==> src/rtl/bole_pkg.sv <==
// shared widths, command codes and defaults for the bounded ordered list engine
`timescale 1ns / 1ps

package bole_pkg;

  localparam int unsigned DATA_W       = 32;
  localparam int unsigned CMD_W        = 2;
  localparam int unsigned POS_W        = 5;
  localparam int unsigned CAPACITY_DEF = 32;

  localparam logic [CMD_W-1:0] CMD_FRONT  = 2'd0;
  localparam logic [CMD_W-1:0] CMD_BACK   = 2'd1;
  localparam logic [CMD_W-1:0] CMD_DELETE = 2'd2;
  localparam logic [CMD_W-1:0] CMD_DUMP   = 2'd3;

endpackage

==> src/rtl/bole_mem.sv <==
// element storage: one write port, one read port with registered read data
`timescale 1ns / 1ps

module bole_mem #(
  parameter int unsigned DEPTH = bole_pkg::CAPACITY_DEF,
  parameter int unsigned AW    = (DEPTH > 1) ? $clog2(DEPTH) : 1
) (
  input  logic                        clk_i,
  input  logic                        we_i,
  input  logic [AW-1:0]               waddr_i,
  input  logic [bole_pkg::DATA_W-1:0] wdata_i,
  input  logic                        re_i,
  input  logic [AW-1:0]               raddr_i,
  output logic [bole_pkg::DATA_W-1:0] rdata_o
);
  import bole_pkg::*;

  logic [DATA_W-1:0] mem_q [DEPTH];
  logic [DATA_W-1:0] rdata_q;

  always_ff @(posedge clk_i) begin
    if (we_i) begin
      mem_q[waddr_i] <= wdata_i;
    end
    // read data holds until the next read
    if (re_i) begin
      rdata_q <= mem_q[raddr_i];
    end
  end

  assign rdata_o = rdata_q;

endmodule

==> src/rtl/bole_seq.sv <==
// command sequencer: ring pointers, delete shift and list dump
`timescale 1ns / 1ps

module bole_seq #(
  parameter int unsigned CAPACITY = bole_pkg::CAPACITY_DEF,
  parameter int unsigned AW       = (CAPACITY > 1) ? $clog2(CAPACITY) : 1
) (
  input  logic                               clk_i,
  input  logic                               rst_ni,
  input  logic                               in_valid_i,
  output logic                               in_ready_o,
  input  logic [bole_pkg::CMD_W-1:0]         command_i,
  input  logic signed [bole_pkg::DATA_W-1:0] item_value_i,
  input  logic [bole_pkg::POS_W-1:0]         position_i,
  output logic                               out_valid_o,
  input  logic                               out_ready_i,
  output logic signed [bole_pkg::DATA_W-1:0] element_o,
  output logic                               last_o,
  output logic                               list_empty_o,
  output logic                               insert_dropped_o,
  output logic                               mem_we_o,
  output logic [AW-1:0]                      mem_waddr_o,
  output logic [bole_pkg::DATA_W-1:0]        mem_wdata_o,
  output logic                               mem_re_o,
  output logic [AW-1:0]                      mem_raddr_o,
  input  logic [bole_pkg::DATA_W-1:0]        mem_rdata_i
);
  import bole_pkg::*;

  localparam int unsigned CW = $clog2(CAPACITY + 1);
  localparam int unsigned XW = CW + POS_W;
  localparam logic [CW-1:0] CAP_C = CW'(CAPACITY);

  typedef enum logic [1:0] {
    ST_IDLE,
    ST_SHIFT,
    ST_DUMP
  } state_e;

  state_e        state_q, state_d;
  logic [AW-1:0] head_q, head_d;
  logic [CW-1:0] count_q, count_d;
  logic [CW-1:0] idx_q, idx_d;
  logic [CW-1:0] widx_q, widx_d;
  logic          wr_pend_q, wr_pend_d;
  logic          dropped_q, dropped_d;
  logic          out_valid_q, out_valid_d;
  logic          out_last_q, out_last_d;
  logic          out_empty_q, out_empty_d;
  logic          out_dropped_q, out_dropped_d;

  logic          accept;
  logic          out_free;
  logic [AW-1:0] head_dec;
  logic [CW-1:0] idx_inc;
  logic [XW-1:0] pos_x;

  // logical position to ring address
  function automatic logic [AW-1:0] ring_addr(input logic [AW-1:0] head,
                                              input logic [CW-1:0] lidx);
    logic [CW:0] sum;
    sum = (CW+1)'(head) + (CW+1)'(lidx);
    if (sum >= (CW+1)'(CAPACITY)) begin
      sum = sum - (CW+1)'(CAPACITY);
    end
    return AW'(sum);
  endfunction

  assign in_ready_o = (state_q == ST_IDLE);
  assign accept     = in_valid_i && in_ready_o;
  assign out_free   = !out_valid_q || out_ready_i;
  assign head_dec   = (head_q == '0) ? AW'(CAPACITY - 1) : head_q - AW'(1);
  assign idx_inc    = idx_q + CW'(1);
  assign pos_x      = XW'(position_i);

  always_comb begin
    state_d       = state_q;
    head_d        = head_q;
    count_d       = count_q;
    idx_d         = idx_q;
    widx_d        = widx_q;
    wr_pend_d     = 1'b0;
    dropped_d     = dropped_q;
    out_valid_d   = out_valid_q;
    out_last_d    = out_last_q;
    out_empty_d   = out_empty_q;
    out_dropped_d = out_dropped_q;
    mem_we_o      = 1'b0;
    mem_waddr_o   = ring_addr(head_q, count_q);
    mem_wdata_o   = item_value_i;
    mem_re_o      = 1'b0;
    mem_raddr_o   = ring_addr(head_q, idx_q);

    if (out_valid_q && out_ready_i) begin
      out_valid_d = 1'b0;
    end

    unique case (state_q)
      ST_IDLE: begin
        if (accept) begin
          dropped_d = 1'b0;
          idx_d     = '0;
          state_d   = ST_DUMP;
          unique case (command_i)
            CMD_FRONT: begin
              if (count_q == CAP_C) begin
                dropped_d = 1'b1;
              end else begin
                mem_we_o    = 1'b1;
                mem_waddr_o = head_dec;
                head_d      = head_dec;
                count_d     = count_q + CW'(1);
              end
            end
            CMD_BACK: begin
              if (count_q == CAP_C) begin
                dropped_d = 1'b1;
              end else begin
                mem_we_o = 1'b1;
                count_d  = count_q + CW'(1);
              end
            end
            CMD_DELETE: begin
              if (pos_x < XW'(count_q)) begin
                idx_d   = CW'(pos_x + XW'(1));
                state_d = ST_SHIFT;
              end
            end
            CMD_DUMP: begin
              state_d = ST_DUMP;
            end
            default: begin
              state_d = ST_DUMP;
            end
          endcase
        end
      end
      ST_SHIFT: begin
        if (wr_pend_q) begin
          mem_we_o    = 1'b1;
          mem_waddr_o = ring_addr(head_q, widx_q);
          mem_wdata_o = mem_rdata_i;
        end
        if (idx_q < count_q) begin
          // read port data register doubles as the output word
          if (!out_valid_q) begin
            mem_re_o  = 1'b1;
            wr_pend_d = 1'b1;
            widx_d    = idx_q - CW'(1);
            idx_d     = idx_inc;
          end
        end else if (!wr_pend_q) begin
          count_d = count_q - CW'(1);
          idx_d   = '0;
          state_d = ST_DUMP;
        end
      end
      ST_DUMP: begin
        if (out_free) begin
          out_valid_d   = 1'b1;
          out_dropped_d = dropped_q;
          if (count_q == '0) begin
            out_empty_d = 1'b1;
            out_last_d  = 1'b1;
            state_d     = ST_IDLE;
          end else begin
            mem_re_o    = 1'b1;
            out_empty_d = 1'b0;
            out_last_d  = (idx_inc == count_q);
            idx_d       = idx_inc;
            if (idx_inc == count_q) begin
              state_d = ST_IDLE;
            end
          end
        end
      end
      default: begin
        state_d = ST_IDLE;
      end
    endcase
  end

  always_ff @(posedge clk_i or negedge rst_ni) begin
    if (!rst_ni) begin
      state_q       <= ST_IDLE;
      head_q        <= '0;
      count_q       <= '0;
      idx_q         <= '0;
      widx_q        <= '0;
      wr_pend_q     <= 1'b0;
      dropped_q     <= 1'b0;
      out_valid_q   <= 1'b0;
      out_last_q    <= 1'b0;
      out_empty_q   <= 1'b0;
      out_dropped_q <= 1'b0;
    end else begin
      state_q       <= state_d;
      head_q        <= head_d;
      count_q       <= count_d;
      idx_q         <= idx_d;
      widx_q        <= widx_d;
      wr_pend_q     <= wr_pend_d;
      dropped_q     <= dropped_d;
      out_valid_q   <= out_valid_d;
      out_last_q    <= out_last_d;
      out_empty_q   <= out_empty_d;
      out_dropped_q <= out_dropped_d;
    end
  end

  assign out_valid_o      = out_valid_q;
  assign element_o        = out_empty_q ? '0 : $signed(mem_rdata_i);
  assign last_o           = out_last_q;
  assign list_empty_o     = out_empty_q;
  assign insert_dropped_o = out_dropped_q;

  a_count_bound : assert property (@(posedge clk_i) disable iff (!rst_ni)
    count_q <= CAP_C)
    else $error("list count above capacity");

  a_idle_no_write : assert property (@(posedge clk_i) disable iff (!rst_ni)
    in_ready_o |-> !wr_pend_q)
    else $error("shift write still pending while idle");

  a_rw_apart : assert property (@(posedge clk_i) disable iff (!rst_ni)
    (mem_we_o && mem_re_o) |-> (mem_waddr_o != mem_raddr_o))
    else $error("read and write hit the same entry");

  a_empty_last : assert property (@(posedge clk_i) disable iff (!rst_ni)
    (out_valid_q && out_empty_q) |-> out_last_q)
    else $error("empty word not marked last");

  a_read_into_busy : assert property (@(posedge clk_i) disable iff (!rst_ni)
    mem_re_o |-> out_free)
    else $error("read overwrites a word not yet taken");

endmodule

==> src/rtl/bounded_ordered_list_engine_core.sv <==
// top level of the bounded ordered list engine: sequencer plus element memory
`timescale 1ns / 1ps

// Holds an ordered list of up to CAPACITY signed 32-bit values in a ring buffer
// inside one synchronous memory (one write port, one registered read port).
// Commands: insert front, append back, delete at a 0-based position, or dump
// only. Every command is followed by a dump of the whole list, front to back,
// one word per element with last set on the final word; an empty list gives a
// single word with list_empty set and element zero. An insert into a full list
// is dropped and every word of that dump carries insert_dropped. A delete at a
// position past the last element leaves the list alone. A command is taken
// while the sequencer is idle; insert front and append write the memory in
// the cycle the command is taken (the ring head moves for insert front, so no
// data moves). A delete at position p then slides the tail down through the
// memory, one entry per cycle while no output word is waiting, and then
// drains the last write when any entry moves. The dump then reads one entry
// per cycle while the output side is free, straight into the read data
// register that serves as the output word. The memory has no reset; the
// sequencer registers, head and count among them, are cleared, and no entry
// is read before it is written.
module bounded_ordered_list_engine_core #(
  parameter int unsigned CAPACITY = bole_pkg::CAPACITY_DEF
) (
  input  logic                               clk_i,
  input  logic                               rst_ni,
  input  logic                               in_valid_i,
  output logic                               in_ready_o,
  input  logic [bole_pkg::CMD_W-1:0]         command_i,
  input  logic signed [bole_pkg::DATA_W-1:0] item_value_i,
  input  logic [bole_pkg::POS_W-1:0]         position_i,
  output logic                               out_valid_o,
  input  logic                               out_ready_i,
  output logic signed [bole_pkg::DATA_W-1:0] element_o,
  output logic                               last_o,
  output logic                               list_empty_o,
  output logic                               insert_dropped_o
);
  import bole_pkg::*;

  // ring address width
  localparam int unsigned AW = (CAPACITY > 1) ? $clog2(CAPACITY) : 1;

  // memory port between sequencer and storage
  logic              mem_we;
  logic [AW-1:0]     mem_waddr;
  logic [DATA_W-1:0] mem_wdata;
  logic              mem_re;
  logic [AW-1:0]     mem_raddr;
  logic [DATA_W-1:0] mem_rdata;

  // command decode, ring pointers, delete slide and dump sequencing
  bole_seq #(
    .CAPACITY (CAPACITY),
    .AW       (AW)
  ) u_seq (
    .clk_i            (clk_i),
    .rst_ni           (rst_ni),
    .in_valid_i       (in_valid_i),
    .in_ready_o       (in_ready_o),
    .command_i        (command_i),
    .item_value_i     (item_value_i),
    .position_i       (position_i),
    .out_valid_o      (out_valid_o),
    .out_ready_i      (out_ready_i),
    .element_o        (element_o),
    .last_o           (last_o),
    .list_empty_o     (list_empty_o),
    .insert_dropped_o (insert_dropped_o),
    .mem_we_o         (mem_we),
    .mem_waddr_o      (mem_waddr),
    .mem_wdata_o      (mem_wdata),
    .mem_re_o         (mem_re),
    .mem_raddr_o      (mem_raddr),
    .mem_rdata_i      (mem_rdata)
  );

  // element storage, read data held between reads
  bole_mem #(
    .DEPTH (CAPACITY),
    .AW    (AW)
  ) u_mem (
    .clk_i   (clk_i),
    .we_i    (mem_we),
    .waddr_i (mem_waddr),
    .wdata_i (mem_wdata),
    .re_i    (mem_re),
    .raddr_i (mem_raddr),
    .rdata_o (mem_rdata)
  );

endmodule
==> config.mk <==
export PLATFORM = sky130hd
export DESIGN_NAME = bounded_ordered_list_engine_core
export DESIGN_NICKNAME = d
export VERILOG_FILES = /design/src/rtl/bole_pkg.sv /design/src/rtl/bole_mem.sv /design/src/rtl/bole_seq.sv /design/src/rtl/bounded_ordered_list_engine_core.sv
export SDC_FILE = /design/constraint.sdc
export NUM_CORES = 1
export LEC_CHECK = 0
export BUFFER_PORTS_ARGS = -buffer_cell sky130_fd_sc_hd__buf_2
export CAP_MARGIN = 10
export CORE_MARGIN = 5
export CORE_UTILIZATION = 25
export CTS_CLUSTER_DIAMETER = 60
export DETAILED_ROUTE_END_ITERATION = 6
export PLACE_DENSITY_LB_ADDON = 0.12
export SLEW_MARGIN = 40
export SYNTH_ARGS = -nofsm -noshare
export SYNTH_HDL_FRONTEND = slang
export SYNTH_SLANG_ARGS = --single-unit
==> constraint.sdc <==
create_clock -name clk_i -period 6.15 [get_ports clk_i]
set_clock_uncertainty 0.2 [all_clocks]
set_input_delay 0 -clock clk_i [delete_from_list [all_inputs] [get_ports clk_i]]
set_output_delay 0 -clock clk_i [all_outputs]
set_load 0.02 [all_outputs]
==> results.txt, run 1 <==
For this run, the slowest stage of the critical path takes between 600 and 700 ps. Counting flops with an async set or reset pin after synthesis yields a share of ~2.8%. The total routed wire length on the met1 layer is around 60 mm.

Among all flip-flop cells after synthesis, the most frequent one is edfxtp_1. The residual antenna-violating net count after detailed routing is 0. TritonCTS built the clock tree. The horizontal die dimension came out at 428 um. The later-pin clock latency in the skew report came out at around 760 ps.

The worst relative slew slack came out at between 40 and 50%. The last weighted congestion value of the routability-driven placer came out at 0.781. The maximum clock frequency is 0.221 GHz.

The number of max-cap violations is 0. Among all stages on the critical path, the largest delay is contributed by nor2_4. The start of the worst register-to-register path is u_seq.state_q[1]. The count of flip-flops with a built-in enable after synthesis came out at ~1100. The most critical setup path has its startpoint at u_seq.state_q[1].

At the worst endpoint, the required time is around 6400 ps. Yosys attributes the largest share of cell area to edfxtp_1 73%, mux4_2 13%, nand2_1 2.7%, nand3_1 2.0%, dfrtp_1 1.7%. The number of levels the H-tree was split into is 4. The initial cell density of the core came out at between 20% and 30%. The post-synthesis instance area is between 40000 and 50000 um^2. The total number of clock tree sinks came out at approximately 1100.

The CTS root buffer is clkbuf_16. The count of cell types in the netlist is 71. The length of the first detailed-routing pass in iterations is 5. For this design the top-level I/O count stands at 80.

Yosys instantiated no cell more often than edfxtp_1. The leakage power figure came out at ~17 nW. The area of the placeable core is ~170000 um^2. edfxtp_1 takes more of the synthesized area than any other cell.

The wire length of the first global-routing pass is 184 mm. At the pin with the least slew margin, the transition time is 826 ps. The floorplan die area is roughly 180000 um^2. The average size of a mapped cell came out at about 19 um^2.

The setup-violating endpoint count in the final report came out at 0. Routed signal wires occupy layers up through met4. Dividing the final minimum period by the clock period gives around three quarters. After detailed routing, the number of vias per cell comes to about 4.6.

The routed via count is roughly 23000. The sequential cell area is 32500 um^2. The total of warnings raised by yosys is 0. Global routing finished with a remaining overflow of 0. The cell count of the worst reg-to-reg path is 9.

Summed over its instances, the top area cell type makes up a little over 70% of the synthesized netlist area. The power per unit of standard cell area is approximately 570 nW/um^2. The commonest cells after synthesis are 1056 x edfxtp_1, 309 x nand2_1, 256 x mux4_2, 174 x nand3_1, 62 x clkbuf_1.

The final critical-path required period is about 4500 ps. The type of element capturing the critical path is a flip-flop. The number of max-slew violations in the final report was 0.

After detailed routing, the number of remaining DRC violations is 0. The pin count of the biggest net entering global routing came out at between 100 and 150. The buffer depth of the longest clock path is 3.

The sequential cell area fraction in the yosys report came out at between 70% and 80%. IR analysis of the VDD net gives a maximum drop of a little under 600 uV. The layout filler cell count is roughly 17000. The cell with the most instances on the worst path is buf_4. The final hold violation count is 0. The run finished with clean final reports. Clock tree synthesis inserted a total of around 140 buffers.

Summing all multi-input logic gate instances after layout gives ~11000 um^2. The arrival time at the worst endpoint came out at around 4700 ps. Relative to the synthesized area, the layout overhead comes to 20.3%.

Setup repair after global routing left no endpoint under its margin. The total power is roughly 30 mW. Counting every net in the synthesized netlist gives 2415.

The nature of the critical path startpoint is a flip-flop. The detailed-routed wire length on met3 is around 6.7 mm. Summed over all nets, wire length on met2 after detailed routing comes to 60.1 mm. The share of cells above drive strength 1 is 26.1%. Traced cell by cell, the critical path runs through inv_1 > ha_1 > nand2_4 > buf_4 > a221o_1 > a221oi_2 > nand2_1 > nor2_4 > buf_4. The tightest min-delay check is of the input pin to async pin type. After clock tree synthesis, the clock-pin slew on the worst setup and hold paths is 50 ps. The count of state elements after synthesis is roughly 1100. The number of nets at the end of the flow came out at between 2000 and 3000. The average routed wire per standard cell is 25.8 um.

The first routing iteration left around 1600 violations. The setup path with the least slack is of type flip-flop to flip-flop. The vertical extent of the die is roughly 430 um. The row count came out at around 150. Detailed placement ended at an HPWL of ~77 mm. The aggregate global-route resource usage is between 10% and 20%.

Setup total negative slack on the finished layout was measured at 0 ps. The cell count after synthesis came out at about 2300. The largest fanout on the critical path came out at 24.

The final wirelength came out at 129 mm. The number of global-route vias before repair was ~24000. The count of cells resized by post-cts repair came out at 0. During placement, the flow inserted port buffers numbering 79. The initial antenna violation count came to 5.
==> flip-flops by register name, summed over array words and instances (netlist names) <==
signal and count:
u_seq.last_o 1, u_mem.mem_q 1024, u_seq.wr_pend_q 1, u_seq.widx_q 5, u_seq.list_empty_o 1, u_seq.count_q 6
u_seq.head_q 5, u_seq.state_q 2, u_seq.insert_dropped_o 1, u_seq.out_valid_o 1, u_seq.dropped_q 1, u_mem.rdata_o 32
u_seq.idx_q 6
==> worst paths after layout <==
| kind | to | slack, ps |
|---|---|---|
| hold / removal | u_seq.count_q[3] | 80 |
| setup / recovery | u_mem.mem_q[29][9] | 1630 |
| setup reg to reg | u_mem.mem_q[29][9] | 1630 |
| max in group asynchronous | u_seq.widx_q[1] | 5450 |
| min in group clk_i | u_seq.head_q[3] | 180 |
| hold reg to reg | u_seq.insert_dropped_o | 320 |
==> cell type report <==
cell class,instances,area share [%]
antenna,7,0.0333
inverter,22,0.157
sequential,1086,61.7
multi-input combinational,1102,20.9
timing repair buffer,211,3.43
clock buffer,170,7.00
clock inverter,77,1.24
tap,2325,5.53
==> cell usage in the layout, fill, tap and decap left out, types with 29 or more instances in the layout <==
| master | netlist | routed |
|---|---|---|
| buf_2 | 40 | 79 |
| clkbuf_16 | 0 | 143 |
| mux4_2 | 256 | 256 |
| buf_4 | 0 | 52 |
| mux2_2 | 34 | 32 |
| dlygate4sd3_1 | 0 | 57 |
| nor2b_1 | 34 | 34 |
| o21ai_1 | 37 | 37 |
| nand2_1 | 309 | 308 |
| dfrtp_1 | 30 | 29 |
| ha_1 | 34 | 33 |
| nand3_1 | 174 | 174 |
| edfxtp_1 | 1056 | 1056 |
==> kinds of logic after synthesis <==
logic type,after synthesis,share of synthesized area [%]
xor+xnor,32,0.641
compound gates,126,2.03
mux,297,14.2
buf+inv,146,1.37
flops,1086,74.3
simple gates,609,6.31
fa+ha+maj,38,1.16
==> power by group <==
part           internal, mW  switching, mW
sequential             8.81          0.363
clock                  4.56           3.14
combinational          4.83           8.23
total                  18.2           11.7
==> worst max-delay path: cells and delay by family (launching register included) <==
family / cells / cell delay, ps
flops: 1 / 410
compound gates: 2 / 680
buf+inv: 3 / 940
fa+ha+maj: 1 / 510
simple gates: 3 / 1390
==> per-stage QoR <==
step	setup slack [ps]	utilization, %	instances	hold WS (ps)	cell area, um^2
2_1_floorplan	1210	-	2334	-496	43700
6_report	1630	30.3	5000	79.2	52600
3_5_place_dp	1690	27.4	4688	-80.8	47600
3_3_place_gp	1690	27.4	4684	-95.8	47600
4_1_cts	1670	30.2	4993	13.2	52600
5_1_grt	1510	30.2	4993	84.3	52600
==> metal layers <==
metal | vias to the layer above | GRT usage (%)
met5 | - | 0
met4 | 0 | 3.27
met3 | 143 | 2.62
met2 | 584 | 22.0
met1 | 12300 | 19.9
li1 | 9832 | -
==> what timing repair did <==
action / in CTS / in global routing
hold endpoints to repair: 1045 / 0
hold buffers: 58 / 0
setup buffers: 0 / 0
Note: power is estimated with default switching activity, not from simulation.
==> inputs of run 2 (changes only) <==
==> constraint.sdc (replaced) <==
create_clock -name clk_i -period 4.4 [get_ports clk_i]
set_clock_uncertainty 0.2 [all_clocks]
set_input_delay 0 -clock clk_i [delete_from_list [all_inputs] [get_ports clk_i]]
set_output_delay 0 -clock clk_i [all_outputs]
set_load 0.02 [all_outputs]
==> results.txt, run 2 (synthesis results as in run 1) <==
The congestion estimate from routability-driven global placement came to approximately 0.8. The average vias per placed instance came out at 4.59. The placed wire-length estimate came out at just over 70 mm. The number of placed instances with taps included came out at between 4000 and 5000. Leaving out fill and tap cells, the most frequent cell in the layout is edfxtp_1. Across the run, the number of max-cap violations was 0. The detailed router finished its first iteration with 1784 violations. The DRC violation count after routing came out at 0.

The nature of the critical path startpoint is a flip-flop. The top-level port count came out at 80. The critical path capture point is u_mem.mem_q[26][15]. In this run the critical register-to-register path is launched from u_seq.state_q[0]. From synthesis to final layout, the design area changed by 20.9%. In this run the top signal layer used is met4. The number of global-route vias before repair came to about 25000. The root buffer cell chosen for the clock tree is clkbuf_16. Data on the critical path arrives at its endpoint at between 4000 and 5000 ps. The pin count of the biggest net entering global routing is 65.

The buffer depth of the longest clock path came out at 3. The number of buffers created by CTS came out at between 100 and 150. Tracing the worst setup path back leads to its startpoint at u_seq.state_q[0]. Summed over all nets, wire length on met2 after detailed routing comes to between 60 and 70 mm. The layout filler cell count came out at between 15000 and 20000. In this run the post-CTS setup repair buffer count came out at 0.

From left edge to right edge, the die measures around 430 um. The power per unit of standard cell area is approximately 800 nW/um^2. The filler-free cell count of the finished design came out at about 5000. The number of nets at the end of the flow is 2659. The aggregate global-route resource usage came out at between 10% and 20%. TritonCTS built the clock tree.

The first global-routing pass estimated 183 mm of wire. The worst register-to-register path ends at u_mem.mem_q[26][15]. From bottom edge to top edge, the die measures 428 um.

The total area of multi-input combinational cells came out at about 11000 um^2. The summed area of non-filler cells in the final layout is roughly 53000 um^2. The smallest clock period supported by the final layout is computed as 3960 ps. Summed over all nets, wire length on met3 after detailed routing comes to a little over 6 mm. The H-tree was split into 4 levels.

The row count came out at about 150. STA classifies the critical path endpoint as a flip-flop. The worst relative slew slack is between 40% and 50%. The total number of clock tree sinks is between 1000 and 1500. The average routed wire per standard cell is 25.5 um. The final hold violation count was 0. The share of cells above drive strength 1 is 26.8%.

The count of cells resized by post-cts repair is 0. The routed via count came out at 23000. The core region is between 150000 and 200000 um^2. For this run the aggregate overflow at the end of global routing stands at 0. The top cell types in the final layout, fill and taps aside, are 1056 x edfxtp_1, 308 x nand2_1, 256 x mux4_2. In this run the static leakage power is about 17 nW. The number of max-slew violations in the final report was 0. The critical path start-end classification is flip-flop to flip-flop.

The transition time of the tightest slew-check pin came out at between 800 and 900 ps. The total routed wire length on the met1 layer came out at a little under 60 mm. The clock-pin slew on the worst setup and hold paths came out at ~60 ps. The initial antenna violation count came out at 8. The total power came out at roughly 41 mW. The first detailed-routing pass took 5 iterations. Along the worst path, the maximum fanout reaches 19. The floorplan die area came out at around 180000 um^2. The residual antenna-violating net count after detailed routing is 0. The setup-violating endpoint count in the final report is 0.

The post-route clock period utilization came out at 89.9%. The flop-to-flop setup slack is ~440 ps. The number of port buffers came out at 79. The final layout contains routed wiring with a total length of ~130 mm.

The required time of the worst setup path came out at 4570 ps. The worst ir drop on vdd came out at around 790 uV. The flow ran to the end, and the final reports show no timing, DRC or antenna violations.

The placed instances occupy a cell area of 48100 um^2. The initial utilization of the core area, before any placement, comes to 25.1%. The min-delay analysis places its worst path in the category input pin to async pin.

The sum of negative setup slack came out at 0 ps. The cell count of the worst reg-to-reg path came out at 9. The maximum clock frequency is approximately 0.25 GHz. Counting flops per register, the top entry is u_mem.mem_q.

Setup repair after global routing left no endpoint under its margin. The number of flip-flops under the largest register name is 1024. The later-pin clock latency in the skew report came out at roughly 730 ps. Summing all flip-flop and latch instances after layout gives between 30000 and 40000 um^2.
run 2: metrics by stage:
stage,hold WS (ps),setup slack (ps),utilization (%)
2_1_floorplan,-496,-537,-
3_3_place_gp,-96.7,408,27.7
3_5_place_dp,-77.0,490,27.7
4_1_cts,27.5,481,30.4
5_1_grt,125,179,30.4
6_report,109,445,30.4
run 2: report_power, final:
| group | leakage (nW) | switching [mW] | internal (mW) |
|---|---|---|---|
| Sequential | 9.88 | 0.427 | 12.3 |
| Combinational | 5.12 | 11.1 | 7.23 |
| Clock | 2.02 | 4.32 | 6.05 |
| Total | 17.0 | 15.8 | 25.6 |
run 2: cell type report:
type / count / share of cell area [%]
Tap cell: 2325 / 5.51
Clock buffer: 156 / 6.44
Clock inverter: 74 / 1.42
Inverter: 22 / 0.156
Timing Repair Buffer: 236 / 4.26
Multi-Input combinational cell: 1102 / 20.8
Sequential cell: 1086 / 61.5
Antenna cell: 1 / 0.00474
run 2: repair_timing:
action | 4_1_cts | 5_1_grt
hold endpoints to repair | 1073 | 0
setup endpoints to repair | 0 | 0
hold buffers | 54 | 0
run 2: routing by layer:
metal	global-route usage (%)	vias to the layer above
met3	2.82	149
met2	22.7	502
met1	18.8	12500
met5	0	-
met4	3.18	0
li1	-	9833
run 2: worst max-delay path, cell delays in order (launching register included):
cell,delay (ps)
dfrtp_1,420
inv_1,100
ha_1,360
nand3b_1,250
a211o_2,420
a21o_2,270
a21boi_2,430
nand3_1,460
nor2_4,200
buf_4,440
run 2: worst min path at each step:
stage,endpoint,cells past startpoint,slack [ps]
final,u_seq.insert_dropped_o,4,110
after global routing,u_seq.insert_dropped_o,4,120
after CTS,u_seq.out_valid_o,4,30
after detailed placement,u_seq.out_valid_o,1,-80
after global placement,u_seq.insert_dropped_o,1,-100
after floorplan,u_seq.count_q[0],0,-500
